$ cat src/rtl/dmqm_pkg.sv
// ----------------------------------------------------------------------------
// dmqm_pkg
// Shared types and constants of the depth map quad mesh emitter.
// ----------------------------------------------------------------------------
package dmqm_pkg;

  // Geometry limits and register widths
  localparam int CFG_DIM_W  = 11;
  localparam int ROW_W      = 10;
  localparam int MAX_HEIGHT = 1024;
  localparam int MIN_DIM    = 2;
  localparam int PADDR_W    = 5;

  // Fixed point constants
  localparam logic [23:0] HALF_Q24 = 24'h80_0000;
  localparam logic [15:0] RND_Q16  = 16'h8000;
  localparam logic [24:0] POS_MAX  = 25'h0FF_FFFF;
  localparam logic [24:0] POS_MIN  = 25'h100_0000;
  localparam logic [15:0] COL_MAX  = 16'hFFFF;

  // Index of the sixth vertex of a quad
  localparam logic [2:0] VTX_LAST = 3'd5;

  // Register indexes (byte address / 4)
  localparam logic [2:0] REG_WIDTH      = 3'd0;
  localparam logic [2:0] REG_HEIGHT     = 3'd1;
  localparam logic [2:0] REG_INV_WIDTH  = 3'd2;
  localparam logic [2:0] REG_INV_HEIGHT = 3'd3;
  localparam logic [2:0] REG_COLOR_MIN  = 3'd4;
  localparam logic [2:0] REG_COLOR_GAIN = 3'd5;

  // Register reset values
  localparam logic [10:0] RST_WIDTH      = 11'd640;
  localparam logic [10:0] RST_HEIGHT     = 11'd480;
  localparam logic [23:0] RST_INV_WIDTH  = 24'd26214;
  localparam logic [23:0] RST_INV_HEIGHT = 24'd34953;
  localparam logic [7:0]  RST_COLOR_MIN  = 8'd0;
  localparam logic [15:0] RST_COLOR_GAIN = 16'd257;

  // Corner of the quad a vertex comes from
  typedef enum logic [1:0] {
    CORNER_TL,
    CORNER_TR,
    CORNER_BL,
    CORNER_BR
  } corner_e;

  // One stored pixel, red in the top byte, depth at the bottom
  typedef struct packed {
    logic [7:0]  red;
    logic [7:0]  green;
    logic [7:0]  blue;
    logic [15:0] depth;
  } pixel_t;

  typedef struct packed {
    logic [10:0] image_width;
    logic [10:0] image_height;
    logic [23:0] inv_width;
    logic [23:0] inv_height;
    logic [7:0]  color_min;
    logic [15:0] color_gain;
  } cfg_t;

  // Controller to datapath
  typedef struct packed {
    logic    accept;
    logic    clear;
    logic    store;
    logic    issue;
    corner_e corner;
    logic    last;
    logic    update;
  } cmd_t;

  // Datapath to controller
  typedef struct packed {
    logic quad;
    logic advance;
    logic clr_last;
  } sts_t;

endpackage

$ cat src/rtl/dmqm_cfg.sv
// ----------------------------------------------------------------------------
// dmqm_cfg
// APB register file holding geometry, reciprocals and colour scaling.
// ----------------------------------------------------------------------------
module dmqm_cfg import dmqm_pkg::*; (
  input  logic               clk_i,
  input  logic               rst_ni,
  input  logic               psel,
  input  logic               penable,
  input  logic               pwrite,
  input  logic [PADDR_W-1:0] paddr,
  input  logic [31:0]        pwdata,
  output logic [31:0]        prdata,
  output logic               pready,
  output cfg_t               cfg_o
);

  logic       wr_en;
  logic [2:0] idx;
  cfg_t       cfg_q;

  assign pready = 1'b1;
  assign wr_en  = psel && penable && pwrite;
  assign idx    = paddr[4:2];

  // Register writes
  always_ff @(posedge clk_i or negedge rst_ni) begin
    if (!rst_ni) begin
      cfg_q.image_width  <= RST_WIDTH;
      cfg_q.image_height <= RST_HEIGHT;
      cfg_q.inv_width    <= RST_INV_WIDTH;
      cfg_q.inv_height   <= RST_INV_HEIGHT;
      cfg_q.color_min    <= RST_COLOR_MIN;
      cfg_q.color_gain   <= RST_COLOR_GAIN;
    end else if (wr_en) begin
      case (idx)
        REG_WIDTH:      cfg_q.image_width  <= pwdata[10:0];
        REG_HEIGHT:     cfg_q.image_height <= pwdata[10:0];
        REG_INV_WIDTH:  cfg_q.inv_width    <= pwdata[23:0];
        REG_INV_HEIGHT: cfg_q.inv_height   <= pwdata[23:0];
        REG_COLOR_MIN:  cfg_q.color_min    <= pwdata[7:0];
        REG_COLOR_GAIN: cfg_q.color_gain   <= pwdata[15:0];
        default: ;  // unmapped, ignored
      endcase
    end
  end

  // Read-back
  always_comb begin
    case (idx)
      REG_WIDTH:      prdata = {21'd0, cfg_q.image_width};
      REG_HEIGHT:     prdata = {21'd0, cfg_q.image_height};
      REG_INV_WIDTH:  prdata = {8'd0, cfg_q.inv_width};
      REG_INV_HEIGHT: prdata = {8'd0, cfg_q.inv_height};
      REG_COLOR_MIN:  prdata = {24'd0, cfg_q.color_min};
      REG_COLOR_GAIN: prdata = {16'd0, cfg_q.color_gain};
      default:        prdata = 32'd0;
    endcase
  end

  assign cfg_o = cfg_q;

endmodule

$ cat config.mk
export PLATFORM = sky130hd
export DESIGN_NAME = dmqm_cfg
export DESIGN_NICKNAME = d
export VERILOG_FILES = /design/src/rtl/dmqm_pkg.sv /design/src/rtl/dmqm_cfg.sv
export SDC_FILE = /design/constraint.sdc
export NUM_CORES = 1
export LEC_CHECK = 0
export ABC_AREA = 1
export BUFFER_PORTS_ARGS = -buffer_cell sky130_fd_sc_hd__clkbuf_2
export CAP_MARGIN = 0
export CORE_MARGIN = 2
export CORE_UTILIZATION = 45
export DETAILED_ROUTE_END_ITERATION = 8
export PLACE_DENSITY = 0.84
export RECOVER_POWER = 50
export SLEW_MARGIN = 20
export SYNTH_ARGS = -nofsm -noshare
export SYNTH_HDL_FRONTEND = slang
export SYNTH_SLANG_ARGS = --single-unit
$ cat constraint.sdc
create_clock -name clk_i -period 0.9 [get_ports clk_i]
set_clock_uncertainty 0.15 [all_clocks]
set_input_delay 0.045 -clock clk_i [delete_from_list [all_inputs] [get_ports clk_i]]
set_output_delay 0.045 -clock clk_i [all_outputs]
set_load 0.005 [all_outputs]
# == Word-level counts from Yosys, hierarchy flattened ==
# Index checks and enable logic that the tools add are counted.
# classes
n_reduce_logical,9
n_eq_ne,5
mux,1
# ops
cell,count
24-bit case mux with 6 select lines,1
2-bit AND reduction,6
"3-bit by 2-bit equality test with 1-bit output, second input constant",2
"3-bit equality test, second input constant",2
"3-bit by 1-bit equality test with 1-bit output, second input constant",1
3-bit logical NOT,1
1-bit logical AND,2
# word_totals
inputBits,42
ff_bits,94
word_cells,21
out_inout_bits,127

# == Longest topological paths before layout ==
# logic_depth
word_depth,3
ltp_mapped,7
ltp_nobuf,6

# == Worst setup path before layout ==
# No wires, ideal clock.
# synth_path
path_kind,input to register
from,in paddr[2]
to,reg cfg_q (netlist bit cfg_o[74])
path_slack_ps,-137
arrival_time_ps,761
setup_ps,126
cell_stages,7
t_required_ps,624
n_path_buf,2
cell_sequence,buf_6 > inv_4 > nor2_4 > nand3_2 > buf_2 > nand2_1 > o21ai_0
# synth_via
elab_chain_cells,2
# synth_rtl
element,line_no,rtl
from (decl),dmqm_cfg.sv:11,"input logic [PADDR_W-1:0] paddr,"
3-bit by 1-bit equality test with 1-bit output,dmqm_cfg.sv:36,case (idx)
2-bit AND reduction (no source line),n/a,
to (decl),dmqm_cfg.sv:20,cfg_t cfg_q;
# Every way passes these cells.
# A chain may end at the register's enable or synchronous reset.

# == Worst setup path after layout ==
# layout_path
from,reg cfg_q (netlist bit cfg_o[79])
to,out prdata[7]
# layout_via
elab_chain_cells,1
# layout_rtl
element,line_no,rtl
24-bit case mux with 6 select lines,dmqm_cfg.sv:50,case (idx)
to (decl),dmqm_cfg.sv:13,"output logic [31:0] prdata,"
# Every way passes these cells.

==> results_tabular.tex <==
\begin{tabular}{lr}
\hline
Metric & Value \\
\hline
\multicolumn{2}{l}{\textbf{GRT}} \\
\quad Wire length of the first global-routing pass & 28,000 um \\
\quad GRT Residual Overflow & 0 \\
\quad Via count of the first global-routing pass & 5,529 \\
\quad Combined global-route utilization of all metal layers & 0.3218 \\
\quad Largest net degree at the start of global routing & 55 \\
\quad Initial antenna violation count & 0 \\
\multicolumn{2}{l}{\textbf{Placement}} \\
\quad Post-placement setup slack & -414.1 ps \\
\quad Routability cong. & 0.8843 \\
\quad Dpl cell area & 0.006331 mm2 \\
\quad Hpwl dp & 10,930 um \\
\quad Count of port buffers added during placement & 149 \\
\multicolumn{2}{l}{\textbf{Timing}} \\
\quad Period minus WS final & 1653 ps \\
\quad Hold violation count in the final report & 0 \\
\quad RSZ-0062 raised after global routing & true \\
\quad Setup TNS after final layout & -50,770 ps \\
\quad Final-report setup violation count & 185 \\
\quad Timing-limited maximum frequency & 0.6050 GHz \\
\quad Post-route setup slack & -752.9 ps \\
\quad Final critical-path share of the clock period & 1.837 \\
\quad Slew Limit Fails & 0 \\
\multicolumn{2}{l}{\textbf{Synth}} \\
\quad Area of the mapped netlist & 0.004687 mm2 \\
\quad Share of flip-flops with an asynchronous set or reset & 1.000 \\
\quad Post-synth top cells & sky130\_fd\_sc\_hd\_\_nand2\_1 (207), sky130\_fd\_sc\_hd\_\_dfrtp\_1 (73), sky130\_fd\_sc\_hd\_\_o21ai\_0 (72) \\
\quad Flops \& latches, synth & 94 \\
\quad Post-synth EDFFs & 0 \\
\quad Fraction of post-synthesis cell area in the top cell type by area & 0.3897 \\
\quad Post-synthesis average cell area & 7.958 um2 \\
\quad Yosys synthesis warning count & 0 \\
\quad Portion of the post-synthesis area used by sequential elements & 0.5075 \\
\quad Library cells used by synthesis & 25 \\
\quad Top cells by area in the synthesized netlist & sky130\_fd\_sc\_hd\_\_dfrtp\_1 (39\%), sky130\_fd\_sc\_hd\_\_nand2\_1 (17\%), sky130\_fd\_sc\_hd\_\_dfstp\_2 (12\%) \\
\quad Number of instances in the synthesized netlist & 589 \\
\quad Cell with the most instances after synthesis & sky130\_fd\_sc\_hd\_\_nand2\_1 \\
\quad Synth area leader & sky130\_fd\_sc\_hd\_\_dfrtp\_1 \\
\quad Top FF cell, synth & sky130\_fd\_sc\_hd\_\_dfrtp\_1 \\
\multicolumn{2}{l}{\textbf{Routing}} \\
\quad DRC Markers & 0 \\
\quad Met3 WL & 2501 um \\
\quad Number of detailed-route iterations in the first pass & 5 \\
\quad Met1 wire length & 7497 um \\
\quad Remaining number of nets flagged by the antenna check after routing & 0 \\
\quad Drt total wl & 22,600 um \\
\quad Routed wire per std cell & 21.65 um \\
\quad Vias after detailed routing & 6,208 \\
\quad DRT iter0 DRCs & 605 \\
\quad Top layer reached by signal wires & met4 \\
\quad Met2 Routed Length & 10,960 um \\
\quad Detailed-route vias per instance & 5.946 \\
\multicolumn{2}{l}{\textbf{Status}} \\
\quad Run status & finished with violations \\
\quad Violated checks & setup timing \\
\multicolumn{2}{l}{\textbf{Die}} \\
\quad Placeable core region & 0.01023 mm2 \\
\quad Y dimension of the die & 106.1 um \\
\quad Die footprint & 0.01125 mm2 \\
\quad Number of primary I/O pins & 169 \\
\quad Effective utilization at floorplan & 0.4581 \\
\quad Die boundary width & 106.1 um \\
\quad Standard-cell row count & 37 \\
\multicolumn{2}{l}{\textbf{Clocking}} \\
\quad Clock Latency Late Sink & 360 ps \\
\quad Root Buffer Master & sky130\_fd\_sc\_hd\_\_clkbuf\_8 \\
\quad Number of clock sinks & 94 \\
\quad H-tree lvl count & 3 \\
\quad Number of buffers created by CTS & 9 \\
\quad CTS tree & built \\
\quad Clock Pin Slew Worst Setup and Hold Paths & 130 ps \\
\quad Maximum buffer depth of the clock tree & 2 \\
\multicolumn{2}{l}{\textbf{Layout}} \\
\quad Final cell area excluding filler cells & 0.008404 mm2 \\
\quad Max FFs per register & 94 \\
\quad Signed area change from the synthesized netlist to the final layout & 79.31\% \\
\quad Total inserted antenna cells & 0 \\
\quad Core utilization of the finished layout & 0.8215 \\
\quad Final layout net count & 945 \\
\quad Fraction of final layout cells with drive strength greater than 1 & 0.5231 \\
\multicolumn{2}{l}{\textbf{Critical path}} \\
\quad Category of the most critical setup path & reg2out \\
\quad Launching element type of the critical path & register \\
\quad Startpoint of the lowest-slack register-to-register path & cfg\_o[49] \\
\quad Critical Path RT & 700 ps \\
\quad Critical R2R Capture & cfg\_o[49] \\
\quad Beginning of the critical path & cfg\_o[79] \\
\quad Endpoint kind of the worst setup timing path & output port \\
\quad Arr. time, crit path & 1460 ps \\
\quad Maximum fanout along the worst path & 2 \\
\quad FF-to-FF path depth & 5 \\
\quad Flop2flop setup slack & -320 ps \\
\multicolumn{2}{l}{\textbf{Power and ir drop}} \\
\quad Max IR drop VDD & 1.129 mV \\
\quad Leakage & 4.335 nW \\
\quad Areal power density over the cells & 1916 mW/mm2 \\
\multicolumn{2}{l}{\textbf{Min path}} \\
\quad Path category of the worst min-delay check & in2reg \\
\quad Origin of the worst min-delay path & penable \\
\quad Capture endpoint of the worst hold path & cfg\_o[15] \\
\quad Number of instances on the worst hold path & 4 \\
\multicolumn{2}{l}{\textbf{Run}} \\
\quad Count of max-cap constraint violations & 0 \\
\hline
\end{tabular}
## logic make-up after synthesis
family          synth area share
flops                     0.5075
simple gates              0.3011
other cells             0.001602
buf+inv                  0.09156
compound gates           0.09824
## final cells by class
class	instances	area (um2)
clock buffers	10	137.6
clock inverters	6	115.1
fillers	518	1827
inverters	43	177.7
multi-input cells	416	2305
flip-flops and latches	94	2380
well taps	136	170.2
repair buffers	339	3119
## cells in the final DEF (no fill, tap or decap), types with 5 or more instances in the layout
cell                            instances
sky130_fd_sc_hd__nand3_1               34
sky130_fd_sc_hd__nand3_2                5
sky130_fd_sc_hd__inv_1                 28
sky130_fd_sc_hd__clkbuf_2              90
sky130_fd_sc_hd__nand2_2               32
sky130_fd_sc_hd__dfstp_2               21
sky130_fd_sc_hd__nand4_1               27
sky130_fd_sc_hd__dfrtp_1               72
sky130_fd_sc_hd__nor2_1                26
sky130_fd_sc_hd__nor2_4                 6
sky130_fd_sc_hd__inv_2                 12
sky130_fd_sc_hd__o21ai_1               29
sky130_fd_sc_hd__dlygate4sd3_1         26
sky130_fd_sc_hd__buf_12                 9
sky130_fd_sc_hd__conb_1                 9
sky130_fd_sc_hd__nand2_4               10
sky130_fd_sc_hd__buf_6                150
sky130_fd_sc_hd__o21ai_0               13
sky130_fd_sc_hd__clkbuf_8              10
sky130_fd_sc_hd__buf_4                 47
sky130_fd_sc_hd__nand2_1              165
sky130_fd_sc_hd__buf_2                 10
sky130_fd_sc_hd__o21ai_2               47
## per-layer routing
layer / GRT usage / vias to the layer above
met5: 0 / -
li1: - / 2519
met4: 0.1607 / 0
met1: 0.3949 / 2858
met2: 0.5429 / 628
met3: 0.06193 / 203
## what timing repair did
| item | in CTS | in global routing |
|---|---|---|
| resized for setup | 140 | 216 |
| pin swaps | 44 | 46 |
| endpoints found under the hold margin | 188 | 0 |
| hold buffers | 26 | 0 |
| setup buffers | 33 | 66 |
| cloned | 4 | 0 |
| setup endpoints to repair | 167 | 200 |
## critical path: stages, from the launching register on
cell	delay (ps)
sky130_fd_sc_hd__dfstp_2	570
sky130_fd_sc_hd__inv_1	50
sky130_fd_sc_hd__nor2_1	150
sky130_fd_sc_hd__nor2_1	80
sky130_fd_sc_hd__nand2_1	100
sky130_fd_sc_hd__clkbuf_2	130
## metrics by stage
step | hold slack, ps | power [mW] | cells
floorplan | -400.6 | 7.019 | 596
global placement | -297.7 | 9.318 | 946
detailed placement | -297.4 | 9.463 | 946
CTS | -10.50 | 13.90 | 1010
global route | 32.28 | 16.56 | 1044
finish | 0.7815 | 16.10 | 1044
## power breakdown
group	internal [mW]	total [mW]	switching, mW
Clock	1.95	3.68	1.73
Combinational	3.66	6.42	2.75
Sequential	5.18	6.01	0.822
## how the worst max path moves through the flow
stage / endpoint / slack, ps
final: prdata[7] / -750
after global routing: prdata[7] / -810
after CTS: prdata[7] / -630
after detailed placement: prdata[19] / -410
after global placement: prdata[19] / -410
after floorplan: cfg_o[56] / -120
Note: power is estimated with default switching activity, not from simulation.
