File: src/rtl/dmqm_pkg.sv
// ----------------------------------------------------------------------------
// dmqm_pkg
// Shared types and constants of the depth map quad mesh emitter.
// ----------------------------------------------------------------------------
package dmqm_pkg;

  // Geometry limits and register widths
  localparam int CFG_DIM_W  = 11;
  localparam int ROW_W      = 10;
  localparam int MAX_HEIGHT = 1024;
  localparam int MIN_DIM    = 2;
  localparam int PADDR_W    = 5;

  // Fixed point constants
  localparam logic [23:0] HALF_Q24 = 24'h80_0000;
  localparam logic [15:0] RND_Q16  = 16'h8000;
  localparam logic [24:0] POS_MAX  = 25'h0FF_FFFF;
  localparam logic [24:0] POS_MIN  = 25'h100_0000;
  localparam logic [15:0] COL_MAX  = 16'hFFFF;

  // Index of the sixth vertex of a quad
  localparam logic [2:0] VTX_LAST = 3'd5;

  // Register indexes (byte address / 4)
  localparam logic [2:0] REG_WIDTH      = 3'd0;
  localparam logic [2:0] REG_HEIGHT     = 3'd1;
  localparam logic [2:0] REG_INV_WIDTH  = 3'd2;
  localparam logic [2:0] REG_INV_HEIGHT = 3'd3;
  localparam logic [2:0] REG_COLOR_MIN  = 3'd4;
  localparam logic [2:0] REG_COLOR_GAIN = 3'd5;

  // Register reset values
  localparam logic [10:0] RST_WIDTH      = 11'd640;
  localparam logic [10:0] RST_HEIGHT     = 11'd480;
  localparam logic [23:0] RST_INV_WIDTH  = 24'd26214;
  localparam logic [23:0] RST_INV_HEIGHT = 24'd34953;
  localparam logic [7:0]  RST_COLOR_MIN  = 8'd0;
  localparam logic [15:0] RST_COLOR_GAIN = 16'd257;

  // Corner of the quad a vertex comes from
  typedef enum logic [1:0] {
    CORNER_TL,
    CORNER_TR,
    CORNER_BL,
    CORNER_BR
  } corner_e;

  // One stored pixel, red in the top byte, depth at the bottom
  typedef struct packed {
    logic [7:0]  red;
    logic [7:0]  green;
    logic [7:0]  blue;
    logic [15:0] depth;
  } pixel_t;

  typedef struct packed {
    logic [10:0] image_width;
    logic [10:0] image_height;
    logic [23:0] inv_width;
    logic [23:0] inv_height;
    logic [7:0]  color_min;
    logic [15:0] color_gain;
  } cfg_t;

  // Controller to datapath
  typedef struct packed {
    logic    accept;
    logic    clear;
    logic    store;
    logic    issue;
    corner_e corner;
    logic    last;
    logic    update;
  } cmd_t;

  // Datapath to controller
  typedef struct packed {
    logic quad;
    logic advance;
    logic clr_last;
  } sts_t;

endpackage

File: src/rtl/dmqm_ctrl.sv
// ----------------------------------------------------------------------------
// dmqm_ctrl
// Sequencer: clears the row store, takes a pixel, looks up the pixel above
// and issues the six vertices of a closed quad.
// ----------------------------------------------------------------------------
module dmqm_ctrl import dmqm_pkg::*; (
  input  logic clk_i,
  input  logic rst_ni,
  input  logic in_valid_i,
  output logic in_ready_o,
  input  sts_t sts_i,
  output cmd_t cmd_o
);

  localparam logic [1:0] ST_CLEAR = 2'd0;
  localparam logic [1:0] ST_IDLE  = 2'd1;
  localparam logic [1:0] ST_LOOK  = 2'd2;
  localparam logic [1:0] ST_EMIT  = 2'd3;

  logic [1:0] state_q, state_d;
  logic [2:0] vtx_q, vtx_d;

  assign in_ready_o = (state_q == ST_IDLE);

  // Next state and commands
  always_comb begin
    state_d       = state_q;
    vtx_d         = vtx_q;
    cmd_o         = '0;
    cmd_o.corner  = CORNER_TL;
    case (state_q)
      ST_CLEAR: begin
        cmd_o.clear = 1'b1;
        if (sts_i.clr_last) state_d = ST_IDLE;
      end
      ST_IDLE: begin
        if (in_valid_i) begin
          cmd_o.accept = 1'b1;
          state_d      = ST_LOOK;
        end
      end
      ST_LOOK: begin
        cmd_o.store = 1'b1;
        vtx_d       = '0;
        if (sts_i.quad) begin
          state_d = ST_EMIT;
        end else begin
          cmd_o.update = 1'b1;
          state_d      = ST_IDLE;
        end
      end
      ST_EMIT: begin
        // vertex order tl, tr, bl, bl, tr, br
        case (vtx_q)
          3'd0:    cmd_o.corner = CORNER_TL;
          3'd1:    cmd_o.corner = CORNER_TR;
          3'd2:    cmd_o.corner = CORNER_BL;
          3'd3:    cmd_o.corner = CORNER_BL;
          3'd4:    cmd_o.corner = CORNER_TR;
          default: cmd_o.corner = CORNER_BR;
        endcase
        if (sts_i.advance) begin
          cmd_o.issue = 1'b1;
          cmd_o.last  = (vtx_q == VTX_LAST);
          if (vtx_q == VTX_LAST) begin
            cmd_o.update = 1'b1;
            state_d      = ST_IDLE;
          end else begin
            vtx_d = vtx_q + 3'd1;
          end
        end
      end
      default: state_d = ST_IDLE;
    endcase
  end

  always_ff @(posedge clk_i or negedge rst_ni) begin
    if (!rst_ni) begin
      state_q <= ST_CLEAR;
      vtx_q   <= '0;
    end else begin
      state_q <= state_d;
      vtx_q   <= vtx_d;
    end
  end

endmodule

File: config.mk
export PLATFORM = sky130hd
export DESIGN_NAME = dmqm_ctrl
export DESIGN_NICKNAME = d
export VERILOG_FILES = /design/src/rtl/dmqm_pkg.sv /design/src/rtl/dmqm_ctrl.sv
export SDC_FILE = /design/constraint.sdc
export NUM_CORES = 1
export LEC_CHECK = 0
export ABC_AREA = 1
export BUFFER_PORTS_ARGS = -buffer_cell sky130_fd_sc_hd__buf_2
export CAP_MARGIN = 10
export CORE_AREA = 2 2 39 41
export CTS_CLUSTER_SIZE = 28
export DETAILED_ROUTE_END_ITERATION = 7
export DIE_AREA = 0 0 41 43
export REMOVE_ABC_BUFFERS = 1
export SLEW_MARGIN = 20
export SYNTH_ARGS = -nofsm -noshare
export SYNTH_HDL_FRONTEND = slang
export SYNTH_SLANG_ARGS = --single-unit
File: constraint.sdc
create_clock -name clk_i -period 1.8 [get_ports clk_i]
set_clock_uncertainty 0.2 [all_clocks]
set_input_delay 0.09 -clock clk_i [delete_from_list [all_inputs] [get_ports clk_i]]
set_output_delay 0.09 -clock clk_i [all_outputs]
set_load 0.05 [all_outputs]
### Word-level counts from Yosys, hierarchy flattened

Cells that the tools add are included.

| storage, ports and cells | value |
|---|---|
| register bits | 5 |
| latch bits | 0 |
| memory bits (writable) | 0 |
| bits in read-only memories | 0 |
| bits of input ports | 6 |
| output and inout bits | 9 |
| word-level logic and storage cells | 43 |
| memories | 0 |

| cells by class | value |
|---|---|
| $add $sub $neg | 1 |
| $mul | 0 |
| div/mod/pow operators | 0 |
| order comparisons | 0 |
| eq/ne operators | 13 |
| shift-type cells | 0 |
| muxes and demuxes | 20 |
| bitwise gates (word level) | 0 |
| reductions and logical operators | 7 |

Operator list:

| kind | number |
|---|---|
| 2-bit 2-to-1 mux | 6 |
| 2-bit inequality test, second input constant | 5 |
| 2-bit one-hot mux with 4 select lines | 1 |
| 1-bit 2-to-1 mux | 7 |
| 3-bit by 2-bit == test with 1-bit output, second input constant | 2 |
| 3-bit == test, second input constant | 2 |
| 3-bit 2-to-1 mux | 2 |
| 2-bit one-hot mux with 3 select lines | 1 |
| 3-bit one-hot mux with 2 select lines | 1 |
| 2-bit == test, second input constant | 2 |
| 4-bit 2-to-1 mux | 1 |
| 4-bit AND reduction | 1 |
| 2-bit OR reduction | 2 |
| 3-bit by 1-bit adder with 3-bit output, second input constant | 1 |
| 3-bit by 1-bit == test with 1-bit output, second input constant | 1 |
| 3-bit logical NOT | 1 |
| 3-bit AND reduction | 1 |
| 2-bit by 1-bit == test with 1-bit output, second input constant | 1 |
| 2-bit logical NOT | 1 |
| 1-bit one-hot mux with 2 select lines | 1 |
| 2-bit nonzero test | 1 |

### Longest topological paths before layout

Gate-level depths: netlist of run 1.

| depth | value |
|---|---|
| depth in word-level cells | 4 |
| depth in mapped cells | 8 |

### Least setup slack after synthesis of run 1

No wires, ideal clock.

| path | value |
|---|---|
| kind | register to output |
| start | register state_q[0] |
| end | output cmd_o[0] in the netlist's numbering |
| data arrival time | 1.867 ns |
| data required time | 1.510 ns |
| setup slack | -0.357 ns |
| stages on the path, launching flop included | 5 |
| buffers on the path | 0 |
| cell sequence | dfrtp_1 > inv_1 > ha_1 > inv_1 > o22ai_1 |

RTL lines:

| item | line | text |
|---|---|---|
| start: declaration | dmqm_ctrl.sv:20 | `logic [1:0] state_q, state_d;` |
| start signal: assignment | dmqm_ctrl.sv:82 | `state_q <= state_d;` |
| end: declaration | dmqm_ctrl.sv:12 | `output cmd_t cmd_o` |

==> results of run 1 <==
## per-layer routing
layer  GRT usage (%)  vias up  part of all wire [%]
met5               0        -                     0
met4            8.67        0                  0.64
met3            5.24        2                   4.7
met2            22.2       11                    49
met1            11.5      207                    46
li1                -      255                     -
## cells by family (layout without fill, tap and decap cells)
family	Yosys count	in the layout	share of synthesized area, %
AO/OA/AOI/OAI	7	7	7.77
adder cells (fa/ha/maj)	10	10	25.9
buffers and inverters	17	39	13.2
flip-flops	5	5	25.9
AND/OR/NAND/NOR	29	29	27.2
## report_power, final
part,internal (mW),switching (mW),total [mW]
logic,0.198,0.423,0.622
registers,0.152,0.0445,0.196
clock network,0.0833,0.0382,0.121
## worst max-delay path, delay by kind of cell (launching register included)
kind                       cells  cell delay [ps]
DFF                            1              420
adders and majority gates      2              360
buffers and inverters          2              220
AOI/OAI and AO/OA              1              150
and+or+nand+nor                1               60
## placed cells by master (no fill, tap or decap)
cell	count
dfrtp_2	2
ha_1	6
a21oi_1	1
ha_2	3
a31oi_1	1
dfrtp_1	3
nand3_1	6
nor2_1	1
clkbuf_1	1
dlygate4sd3_1	2
a21oi_2	1
clkbuf_4	4
nand3_2	2
nand2_1	17
o21ai_1	1
nand2_2	3
buf_6	1
inv_1	13
buf_4	4
buf_2	10
o21ai_0	2
ha_4	1
inv_2	4
o22ai_1	1
## timing repair
action / CTS / global route
hold buffers: 2 / 0
buffers inserted: 1 / 1
setup endpoints to repair: 2 / 4
endpoints found under the hold margin: 5 / 0
pin swaps: 0 / 4
gates resized for setup: 2 / 17
## registers in the layout, summed over array words and instances, names as in the netlist
register and flops:
vtx_q 3, state_q 2
## Yosys cell counts, drive strengths merged
library cell  instances  area [um2]
nand2                20        82.6
ha                   10         125
a31oi                 1        6.26
nand3                 8        45.0
dfrtp                 5         125
a21oi                 2        10.0
o21ai                 3        15.0
nor2                  1        3.75
o22ai                 1        6.26
inv                  17        63.8
## worst min path at each step
stage / depth (start not counted) / to / startpoint
floorplan: 0 / state_q[0] / rst_ni
global placement: 1 / state_q[0] / rst_ni
detailed placement: 1 / state_q[0] / rst_ni
CTS: 5 / state_q[1] / sts_i[2]
global route: 5 / state_q[1] / sts_i[2]
finish: 5 / state_q[1] / sts_i[2]
## area by class of cell
class,instances,area [um2]
fillers,140,704
multi-input cells,46,323
flip-flops and latches,5,128
repair buffers,18,119
inverters,17,63.8
clock buffers,4,26.3
well taps,16,20.0
==> results by group, run 1 <==
Status
  • Outcome: complete, no violations

Finish
  • Fin nets: around 110
  • Layout cells sized above 1: roughly two fifths
  • N_diodes: 0
  • Non-Filler Instances: around 110
  • Final design instance area without fill: roughly 680 um2
  • Final Util: 49.1%
  • Area growth syn-to-layout: 40.7%

Place
  • Dpl ws: a little under 200 ps
  • Post-DP HPWL: approximately 750 um
  • Placed insts: between 90 and 100
  • Gpl congestion: 0.741
  • Cell Area, Placed: between 500 and 600 um2
  • Port bufs: 14

Clock network
  • CTS buffer count: 3
  • CTS tree: done
  • Clk_lat worst skew: between 200 and 250 ps
  • CTS root buf: clkbuf_4
  • Clock transition at path regs: around 40 ps
  • Count of clock tree sinks: 5
  • H-tree level count: 1
  • Clock buffer depth: 2

Power
  • Power Dens Cells: around 1400 mW/mm2
  • Maximum vdd drop: 0.000451 V
  • Design Power: 939 uW
  • Static Leak: 0.366 nW

Critical path
  • CP startpoint: vtx_q[0]
  • Worst setup EP type: output pin
  • Critical path class: register to output pin
  • R2R Path End: vtx_q[0]
  • Slowest-stage cell, CP: dfrtp_1
  • Critical path required time: between 1500 and 2000 ps
  • Crit start category: register
  • Crit path cell chain: ha_2 > ha_4 > inv_2 > nand3_2 > a21oi_2 > buf_6
  • R2R depth: 5
  • CP endpoint: cmd_o[2]
  • Reg2reg start: state_q[0]
  • Critical Path AT: 1450 ps
  • CP max stage delay: between 400 and 500 ps
  • Register-to-register setup slack: between 300 and 400 ps
  • CP max FO: 4

Route
  • Remaining DRCs: 0
  • Vias/cell: between 4 and 5
  • Drt first pass iters: 4
  • Vias after detailed routing: about 480
  • DR iter-0 viols: 3
  • Routed length per instance: about 8.8 um
  • Drt total wl: ~940 um
  • Post-route antenna net violation count: 0

Floorplanning
  • Site Rows: 14
  • Die Ht: approximately 43 um
  • I/O pins: 15
  • Die area: around 0.0018 mm2
  • Initial Util: 34.9%
  • Die X: just over 40 um
  • Core area: between 0.001 and 0.0015 mm2

Timing
  • Min setup slack post-route: 63.7 ps
  • Relative slew slack: about 84%
  • Slew @ Worst Pin: 249 ps
  • Achievable frequency: ~0.58 GHz
  • Setup TNS: 0 ps
  • Max Transition Viols Final: 0
  • Final setup fails: 0
  • Unrepaired setup endpoints after global routing: yes
  • Crit share post-route: ~96%
  • WHS: ~23 ps
  • Final min period: between 1500 and 2000 ps
  • Final hold vios: 0

Synth
  • Mapped Cells: 68
  • Avg Cell Area, Syn: 7.10 um2
  • Register bit count reported by yosys: 5
  • Post-synth cell types: 13
  • Sequential share of the synthesized area: around a quarter
  • Synthesized area: 483 um2
  • Synth warn: 0

GRT
  • Vias in the first global route: 438
  • Congestion Overflow GR: 0
  • Largest net degree at the start of global routing: 7
  • Initial antenna violation count: 0
  • First-pass GRT wire length: 1540 um
  • Total GRT Usage: roughly an eighth

Flow run
  • Max_cap viols: 0

Worst hold path
  • Worst min-delay path class: input port to register
Power figures use the tool's default switching activity.
==> run 2: changes to the inputs <==
CORE_AREA = 10 10 47 49   (was 2 2 39 41)
DIE_AREA = 0 0 57 59   (was 0 0 41 43)
clock period = 1.6 ns   (was 1.8 ns; I/O delays follow)
==> run 2 against run 1 <==
Hold slack better by 2.5 ps. Sequential share of layout area is 0.60 points lower. Non-clock buffer count is 1 higher. First-iteration DRC count stayed put. Largest power group unchanged. Die area is 91% higher. The run now ends with setup timing left. Sequential power is 14% higher. Register-to-register slack worse by 170 ps. Final cell count is 0.94% higher. Wire length is 16% higher. Largest cell class unchanged. Highest routed layer is now met3.
==> results by group, run 2 (synthesized netlist as in run 1, its figures left out) <==
Route
  • Routed length per instance: 10.1 um (+15%)
  • Vias after detailed routing: 482 (+1.5%)
  • Post-route antenna net violation count: 0 (unchanged)
  • DR iter-0 viols: 3 (unchanged)
  • Remaining DRCs: 0 (unchanged)
  • Drt first pass iters: 4 (unchanged)
  • Drt total wl: 1080 um (+16%)
  • Vias/cell: 4.50 (+0.53%)

Critical path
  • Crit start category: register
  • CP max FO: 5 (+1)
  • Critical path class: register to output pin
  • Worst setup EP type: output pin
  • R2R Path End: vtx_q[2]
  • Register-to-register setup slack: 160 ps (-170 ps)
  • Critical path required time: 1320 ps (-190 ps)
  • Reg2reg start: state_q[0]
  • CP max stage delay: 430 ps (about the same)
  • CP startpoint: vtx_q[0]
  • R2R depth: 5 (unchanged)
  • Slowest-stage cell, CP: dfrtp_2
  • Crit path cell chain: ha_2 > ha_4 > inv_2 > nand3_2 > a21oi_2 > buf_6
  • Critical Path AT: 1440 ps (about the same)

Timing
  • Slew @ Worst Pin: 253 ps (+4.04 ps)
  • Final hold vios: 0 (unchanged)
  • Final min period: between 1500 and 2000 ps
  • Crit share post-route: 108%
  • Final setup fails: 4 (+4)
  • Achievable frequency: about 0.58 GHz
  • Unrepaired setup endpoints after global routing: yes
  • Min setup slack post-route: -123 ps (-187 ps)
  • WHS: 25.1 ps (+2.53 ps)
  • Max Transition Viols Final: 0 (unchanged)
  • Relative slew slack: 83.3% (-0.27 points)

Place
  • Placed insts: 99 (+1.0%)
  • Post-DP HPWL: 872 um (+16%)
  • Port bufs: 14 (unchanged)
  • Gpl congestion: 0.759 (+2.5%)

Worst hold path
  • Hold Startpoint: sts_i[2]
  • Worst min-delay path class: input port to register
  • WHS Path Cells: 5 (unchanged)
  • Hold Path Sink: state_q[1]

Floorplanning
  • I/O pins: 15 (unchanged)
  • Die Ht: 59 um (+37%)
  • Die area: 0.00336 mm2 (+91%)
  • Core area: 0.00140 mm2 (+1.3%)
  • Die X: 57 um (+39%)
  • Initial Util: 34.5% (-0.44 points)
  • Site Rows: 14 (unchanged)

Power
  • Power Dens Cells: 1550 mW/mm2 (+12%)
  • Maximum vdd drop: 0.000699 V (+55%)
  • Static Leak: 0.373 nW (+1.8%)

GRT
  • First-pass GRT wire length: 1850 um (+20%)
  • Vias in the first global route: 486 (+11%)
  • Met3 usage: 2.36% (-2.9 points)
  • M1 GR Usage: 6.47% (-5.0 points)
  • Total GRT Usage: 6.68% (-6.4 points)
  • Busiest grt layer: met2
  • Initial antenna violation count: 0 (unchanged)
  • Met2 Resource Use GR: 11.5% (-11 points)
  • Congestion Overflow GR: 0 (unchanged)
  • Largest net degree at the start of global routing: 6 (-1)

Finish
  • Layout cells sized above 1: 41.8% (+2.9 points)
  • N_diodes: 0 (unchanged)
  • Max FFs per register: 3 (unchanged)
  • Most common cell after layout, fill and taps aside: nand2_1
  • Commonest cells after routing, fill and taps aside: 17 x nand2_1, 12 x inv_1, 8 x buf_2
  • Fin nets: 108 (+0.93%)
  • Non-Filler Instances: 107 (+0.94%)
  • Area growth syn-to-layout: 45.3%
  • Reg with most FFs: vtx_q
  • FILL cells: 143 (+2.1%)
  • Largest registers: vtx_q (3), state_q (2)
  • Register area: 128 um2 (unchanged)
  • Multi-input gate area: 325 um2 (+0.78%)

Flow run
  • Max_cap viols: 0 (unchanged)

Status
  • Outcome: complete, but fails checks
  • Failing checks: setup timing

Clock network
  • Clk_lat worst skew: 240 ps (about the same)
  • Clock transition at path regs: 40 ps (about the same)
  • CTS buffer count: 3 (unchanged)
  • H-tree level count: 1 (unchanged)
  • Clock buffer depth: 2 (unchanged)
  • CTS root buf: clkbuf_4
  • CTS tree: done
  • Count of clock tree sinks: 5 (unchanged)
run 2: changes by cell type in the layout (fill, tap and decap cells not counted):
| cell | previous run | this run |
|---|---|---|
| buf_2 | 10 | 8 |
| clkbuf_4 | 4 | 3 |
| buf_4 | 4 | 6 |
| buf_6 | 1 | 3 |
| inv_2 | 4 | 5 |
| ha_1 | 6 | 5 |
| ha_2 | 3 | 4 |
| inv_1 | 13 | 12 |
run 2: cell type report:
type	instances	area share [%]
Multi-Input combinational cell	46	46.3
Inverter	17	9.09
Timing Repair Buffer	19	19.8
Tap cell	16	2.85
Clock buffer	4	3.74
Sequential cell	5	18.2
run 2: worst max-delay path by stage:
stage	to	depth (start not counted)
after floorplan	cmd_o[0]	4
after global placement	cmd_o[2]	6
after detailed placement	cmd_o[2]	6
after CTS	cmd_o[2]	6
after global routing	cmd_o[2]	7
final	cmd_o[2]	6
run 2: where the power goes:
part	leakage, nW	switching [mW]	internal [mW]	total [mW]
sequential	0.0630	0.0514	0.172	0.223
combinational	0.295	0.487	0.237	0.724
clock	0.0150	0.0463	0.0939	0.140
run 2: critical path, delay by kind of cell (launching register included):
kind | cells | cell delay, ps
DFF | 1 | 430
adders and majority gates | 2 | 360
buffers and inverters | 2 | 220
AOI/OAI and AO/OA | 1 | 140
and+or+nand+nor | 1 | 60
run 2: per-stage QoR:
| stage | TNS [ps] | utilization [%] | power (mW) | setup slack, ps | area, um2 |
|---|---|---|---|---|---|
| floorplan | -1470 | - | 0.739 | -547 | 483 |
| global placement | 0 | 41.4 | 0.860 | 31.4 | 581 |
| detailed placement | -20.7 | 41.4 | 0.871 | -20.7 | 581 |
| CTS | -407 | 48.5 | 1.07 | -140 | 679 |
| global route | -638 | 50.1 | 1.20 | -191 | 702 |
| finish | -260 | 50.1 | 1.09 | -123 | 702 |
run 2: per-layer routing:
layer | vias to the layer above | routed length (um)
met5 | - | 0
met4 | 0 | 0
met3 | 0 | 70
met2 | 9 | 565
met1 | 217 | 448
li1 | 256 | -
run 2: repair_timing:
item / in CTS / in global routing
buffers inserted: 1 / 1
setup endpoints to repair: 6 / 9
resized for setup: 15 / 9
hold buffers: 2 / 0
endpoints found under the hold margin: 5 / 0
pin swaps: 6 / 2
